**config.mk**
```make
export PLATFORM = sky130hd
export DESIGN_NAME = kfe_score
export DESIGN_NICKNAME = d
export VERILOG_FILES = /design/src/kfe_pkg.sv /design/src/kfe_score.sv
export SDC_FILE = /design/constraint.sdc
export NUM_CORES = 1
export LEC_CHECK = 0
export BUFFER_PORTS_ARGS = -buffer_cell sky130_fd_sc_hd__buf_4
export CORE_UTILIZATION = 62
export CTS_BUF_LIST = sky130_fd_sc_hd__clkbuf_4
export DETAILED_ROUTE_END_ITERATION = 7
export GPL_TIMING_DRIVEN = 0
export PLACE_DENSITY = 0.89
export SYNTH_ARGS = -nofsm -noshare
export SYNTH_HDL_FRONTEND = slang
export SYNTH_SLANG_ARGS = --single-unit
export TNS_END_PERCENT = 20
```
**constraint.sdc**
```tcl
create_clock -name clk_i -period 7.3 [get_ports clk_i]
set_clock_uncertainty 0.2 [all_clocks]
set_input_delay 0.365 -clock clk_i [delete_from_list [all_inputs] [get_ports clk_i]]
set_output_delay 0.365 -clock clk_i [all_outputs]
set_load 0.005 [all_outputs]
```
**src/kfe_pkg.sv**
```systemverilog
// shared types, constants and defaults for the knapsack fitness evaluator
package kfe_pkg;

  localparam int unsigned MAX_ITEMS_DEF   = 1024;
  localparam int unsigned WEIGHT_BITS_DEF = 16;
  localparam int unsigned VALUE_BITS_DEF  = 16;

  localparam int unsigned SUM_W   = 26;
  localparam int unsigned TOTAL_W = 36;

  localparam logic [SUM_W-1:0]   SUM_MAX       = {SUM_W{1'b1}};
  localparam logic [TOTAL_W-1:0] TOTAL_MAX     = {TOTAL_W{1'b1}};
  localparam logic [SUM_W-1:0]   PENALTY_SCORE = SUM_W'(1);

  typedef enum logic {
    CMD_LOAD = 1'b0,
    CMD_GENE = 1'b1
  } kfe_cmd_e;

  typedef struct packed {
    logic [SUM_W-1:0] weight;
    logic [SUM_W-1:0] value;
    logic             last_chrom;
  } kfe_sums_t;

endpackage

```
**src/kfe_score.sv**
```systemverilog
// chromosome scoring, population best and total, result register
module kfe_score (
  input  logic                         clk_i,
  input  logic                         rst_ni,
  input  logic                         en_i,
  input  logic                         fin_valid_i,
  input  kfe_pkg::kfe_sums_t           fin_i,
  input  logic [kfe_pkg::SUM_W-1:0]    capacity_i,
  input  logic                         out_stall_i,
  output logic                         out_valid_o,
  output logic [kfe_pkg::SUM_W-1:0]    chrom_score_o,
  output logic                         overweight_o,
  output logic [kfe_pkg::SUM_W-1:0]    best_score_o,
  output logic [kfe_pkg::TOTAL_W-1:0]  total_score_o,
  output logic                         population_done_o
);

  logic [kfe_pkg::SUM_W-1:0]   best_q, best_d, best_new, score;
  logic [kfe_pkg::TOTAL_W-1:0] total_q, total_d, total_new;
  logic [kfe_pkg::TOTAL_W:0]   total_full;
  logic                        over, load;
  logic                        out_valid_q, out_valid_d;
  logic [kfe_pkg::SUM_W-1:0]   score_q, best_out_q;
  logic [kfe_pkg::TOTAL_W-1:0] total_out_q;
  logic                        over_q, done_q;

  assign load       = en_i && fin_valid_i;
  assign over       = (fin_i.weight > capacity_i);
  assign score      = over ? kfe_pkg::PENALTY_SCORE : fin_i.value;
  assign total_full = (kfe_pkg::TOTAL_W + 1)'(total_q) + (kfe_pkg::TOTAL_W + 1)'(score);
  assign total_new  = total_full[kfe_pkg::TOTAL_W] ?
                      kfe_pkg::TOTAL_MAX : total_full[kfe_pkg::TOTAL_W-1:0];
  assign best_new   = (score > best_q) ? score : best_q;

  always_comb begin
    best_d      = best_q;
    total_d     = total_q;
    out_valid_d = out_valid_q && out_stall_i;
    if (load) begin
      out_valid_d = 1'b1;
      if (fin_i.last_chrom) begin
        best_d  = '0;
        total_d = '0;
      end else begin
        best_d  = best_new;
        total_d = total_new;
      end
    end
  end

  always_ff @(posedge clk_i or negedge rst_ni) begin
    if (!rst_ni) begin
      best_q      <= '0;
      total_q     <= '0;
      out_valid_q <= 1'b0;
    end else begin
      best_q      <= best_d;
      total_q     <= total_d;
      out_valid_q <= out_valid_d;
    end
  end

  always_ff @(posedge clk_i) begin
    if (load) begin
      score_q     <= score;
      over_q      <= over;
      best_out_q  <= best_new;
      total_out_q <= total_new;
      done_q      <= fin_i.last_chrom;
    end
  end

  assign out_valid_o       = out_valid_q;
  assign chrom_score_o     = score_q;
  assign overweight_o      = over_q;
  assign best_score_o      = best_out_q;
  assign total_score_o     = total_out_q;
  assign population_done_o = done_q;

endmodule
```
==> run summary <==
Clock sink count - 153
Post-synth ARST share - 41.2%
CP Cell Sequence - buf_4 > ha_1 > a21o_1 > a21o_1 > a221oi_1 > o211ai_1 > o21ai_1 > clkbuf_1 > nand2_1 > inv_1 > ha_1 > a21o_1 > a221oi_2 > a311oi_4 > a311oi_2 > o31a_1 > or3_1 > buf_2 > buf_1 > nand2_1
Cell mode on critical path - a21o_1
Horiz. Die Dim - 119 um
Core area - 13,300 um^2
Area of the die - 14,200 um^2
CP Launch Point - fin_i[50]
Sequential power share - 42.3%
Reg-to-reg slack, setup - 3.21 ns
IO buf count - 174
Post-Syn Instances - 813
Setup Crit Path Kind - primary input to register
Reg2reg path depth - 11
Power share of the clock group - 18.7%
TritonCTS clock tree - yes
Synth Flop Type - edfxtp_1
Met1 usage in global routing - 40.8%
Synth area leaders - edfxtp_1 (32%), dfrtp_1 (19%), ha_1 (12%), nand2_1 (4.6%), inv_1 (3.7%)
Setup WS pre-CTS - 0.926 ns
Reg2reg start - total_q[0]
Synth warn - 0
Final setup vio count - 0
Filler cells - 811
Vias per inst - 6.08
Register bit total from synthesis - 153
Layout Nets - 1,199
Layout cells sized above 1 - 21.9%
Setup ws final - 1.41 ns
Met3 Track Usage GR - 8.09%
GRT Util Overall - 33.4%
Met2 Resource Use GR - 54.8%
Initial antenna violation count - 1
Period utilization - 80.7%
Sequential-to-total area share from yosys stat - 50.5%
Die Y - 119 um
Avg WL per Cell - 18.6 um
Top cell type's share of synthesized area - 31.9%
Clock tree buffer depth - 2
Crit path max-delay family - compound AO/OA/AOI/OAI gates
Critical path launch point type - primary input
Sw Ratio - 36.3%
Global route hottest layer - met2
Maximum vdd ir drop - 0.154 mV
IO Count - 175
Internal - 1.80 mW
Leakage - 4.92 nW
Layout Utilization - 79.8%
H-tree depth - 4
CTS Buf Count - 17
Relative slew slack - 18.3%
Crit-path max FO - 10
Crit. End Element - register
Largest area contributor in the netlist - edfxtp_1
Layout area overhead - 25.1%
Design Area, Final - 10,600 um^2
Status - complete, no violations
Hold slack final - 0.243 ns
Post-CTS setup buffer count - 0
GPL Wtd Cong - 0.931
Max-cap violations - 0
Min Tclk post-route - 5.89 ns
Vias in the first global route - 7,491
Post-route antenna net violation count - 0
Fin. Hold Viols - 0
Unrepaired setup endpoints after global routing - false
EDFF count, synth - 90
Slowest CP cell - o21ai_1
Synthesized area - 8480 um^2
DR iter-0 viols - 887
DRC - 0
Total nets after synthesis - 976
Wire length of the first global-routing pass - 36.6 mm
Synth cell types - 59
CTS root buffer - clkbuf_4
Drt total wl - 22.8 mm
Pwr per Cell Area - 266 nW/um^2
Largest net degree at the start of global routing - 64
CP arrival - 6.00 ns
Sw Pwr - 1.02 mW
Setup TNS - 0 ns
Worst Hold Class - primary input to asynchronous set/reset pin
Synthesized area per cell - 10.4 um^2
FMAX - 0.170 GHz
Largest stage delay, worst path - 0.60 ns
Vias - 7,449
DP HPWL - 16.1 mm
First-pass DRT Iterations - 6
Required time of the critical path - 7.40 ns
Placed cell area - 10,000 um^2
Comb power frac - 39.0%
Clk_lat worst skew - 0.58 ns
Initial Util - 63.8%
Gr ovfl total - 0
Clk slew on worst S/H paths - 0.12 ns
Slew Viols, Final - 0
# rows - 42
Slew @ Worst Pin - 1.21 ns
Worst flop-to-flop path endpoint - total_score_o[21]
Worst path bufs/invs - 5
## kinds of logic after synthesis
family	after synthesis	share of synthesized area, %
AO/OA/AOI/OAI	228	18.3
XOR/XNOR	25	2.58
buffers and inverters	116	5.22
AND/OR/NAND/NOR	211	11.5
flip-flops	153	50.5
adder cells (fa/ha/maj)	79	11.7
multiplexers	1	0.133
## layout by cell type, fill, tap and decap left out, types with 19 or more instances in the layout
cell | synthesis | layout
xnor2_1 | 19 | 19
clkbuf_4 | 0 | 22
inv_1 | 83 | 83
o2bb2ai_1 | 26 | 26
a21oi_1 | 54 | 54
a22o_1 | 19 | 19
edfxtp_1 | 90 | 90
nand2_1 | 103 | 103
ha_1 | 78 | 78
buf_4 | 0 | 174
nor2_1 | 30 | 30
dlygate4sd3_1 | 0 | 29
o21ai_0 | 57 | 57
a21o_1 | 22 | 22
dfrtp_1 | 63 | 63
clkbuf_1 | 24 | 23
## flip-flops by register name (all words and copies together) (netlist names)
register           cells
overweight_o           1
best_score_o          26
total_q               36
population_done_o      1
total_score_o         36
chrom_score_o         26
out_valid_o            1
best_q                26
## stage by stage
stage               power [mW]  cells
detailed placement        2.25   1164
floorplan                 1.89    813
global route              2.97   1226
finish                    2.82   1226
CTS                       2.79   1225
global placement          2.21   1163
## Yosys cell counts, types with 2 or more instances
cell type and count:
a211o_1 2, a21o_1 22, a21oi_1 54, a221oi_1 2
a22o_1 19, a311oi_2 2, a31o_2 2, a31oi_1 7
a41o_1 2, a41oi_1 2, and2_1 2, and3_1 9
and4_1 6, buf_1 2, buf_2 6, clkbuf_1 24
dfrtp_1 63, edfxtp_1 90, ha_1 78, inv_1 83
nand2_1 103, nand2b_1 2, nand3_1 11, nand4_1 11
nor2_1 30, nor3_1 17, nor4_1 4, o211ai_1 3
o21a_1 5, o21ai_0 57, o21bai_1 2, o2bb2ai_1 26
o31a_1 3, o31ai_1 4, o41ai_1 2, or2_2 8
or3_1 2, or4_1 2, xnor2_1 19, xor2_1 6
## cell type report
type	instances	area, um^2	share of cell area (%)
sequential	153	4280	40.3
multi-input combinational	544	3760	35.4
timing repair buffer	204	1620	15.3
inverter	84	315	2.97
tap	176	220	2.07
clock buffer	21	158	1.49
buffer	32	131	1.24
clock inverter	11	124	1.17
antenna	1	2.50	0.0236
## metal layers
| layer | part of all wire [%] | wire, um |
|---|---|---|
| met1 | 38 | 8660 |
| met2 | 49 | 11200 |
| met3 | 8.9 | 2030 |
| met4 | 4.2 | 970 |
| met5 | 0 | 0 |
## what timing repair did
action	CTS	global route
endpoints found under the hold margin	116	0
gates resized for setup	0	0
hold buffers	29	0
## worst max path at each step
| stage | end | slack, ns | depth (start not counted) |
|---|---|---|---|
| global placement | total_score_o[21] | 1.10 | 20 |
| global route | total_score_o[23] | 1.15 | 21 |
| CTS | total_score_o[21] | 1.52 | 20 |
| detailed placement | total_score_o[21] | 0.93 | 20 |
| finish | total_score_o[21] | 1.41 | 20 |
| floorplan | total_score_o[11] | 2.25 | 21 |
## worst reg2reg max path: stages, from the launching register on
cell and delay, ns:
dfrtp_1 0.41, ha_1 0.23, fa_1 0.41, a21o_1 0.23
a221oi_2 0.42, a311oi_4 0.19, a311oi_2 0.47, o31a_1 0.30
or3_1 0.16, buf_2 0.29, buf_1 0.39, nand2_1 0.13
## power groups by stage
stage          Sequential (mW)  Clock [mW]  Combinational (mW)
6_report                  1.19       0.528                1.10
2_1_floorplan             1.19           0               0.704
4_1_cts                   1.19       0.525                1.07
3_3_place_gp              1.20           0                1.00
5_1_grt                   1.20       0.561                1.20
3_5_place_dp              1.20           0                1.05
Note: power is estimated with default switching activity, not from simulation.
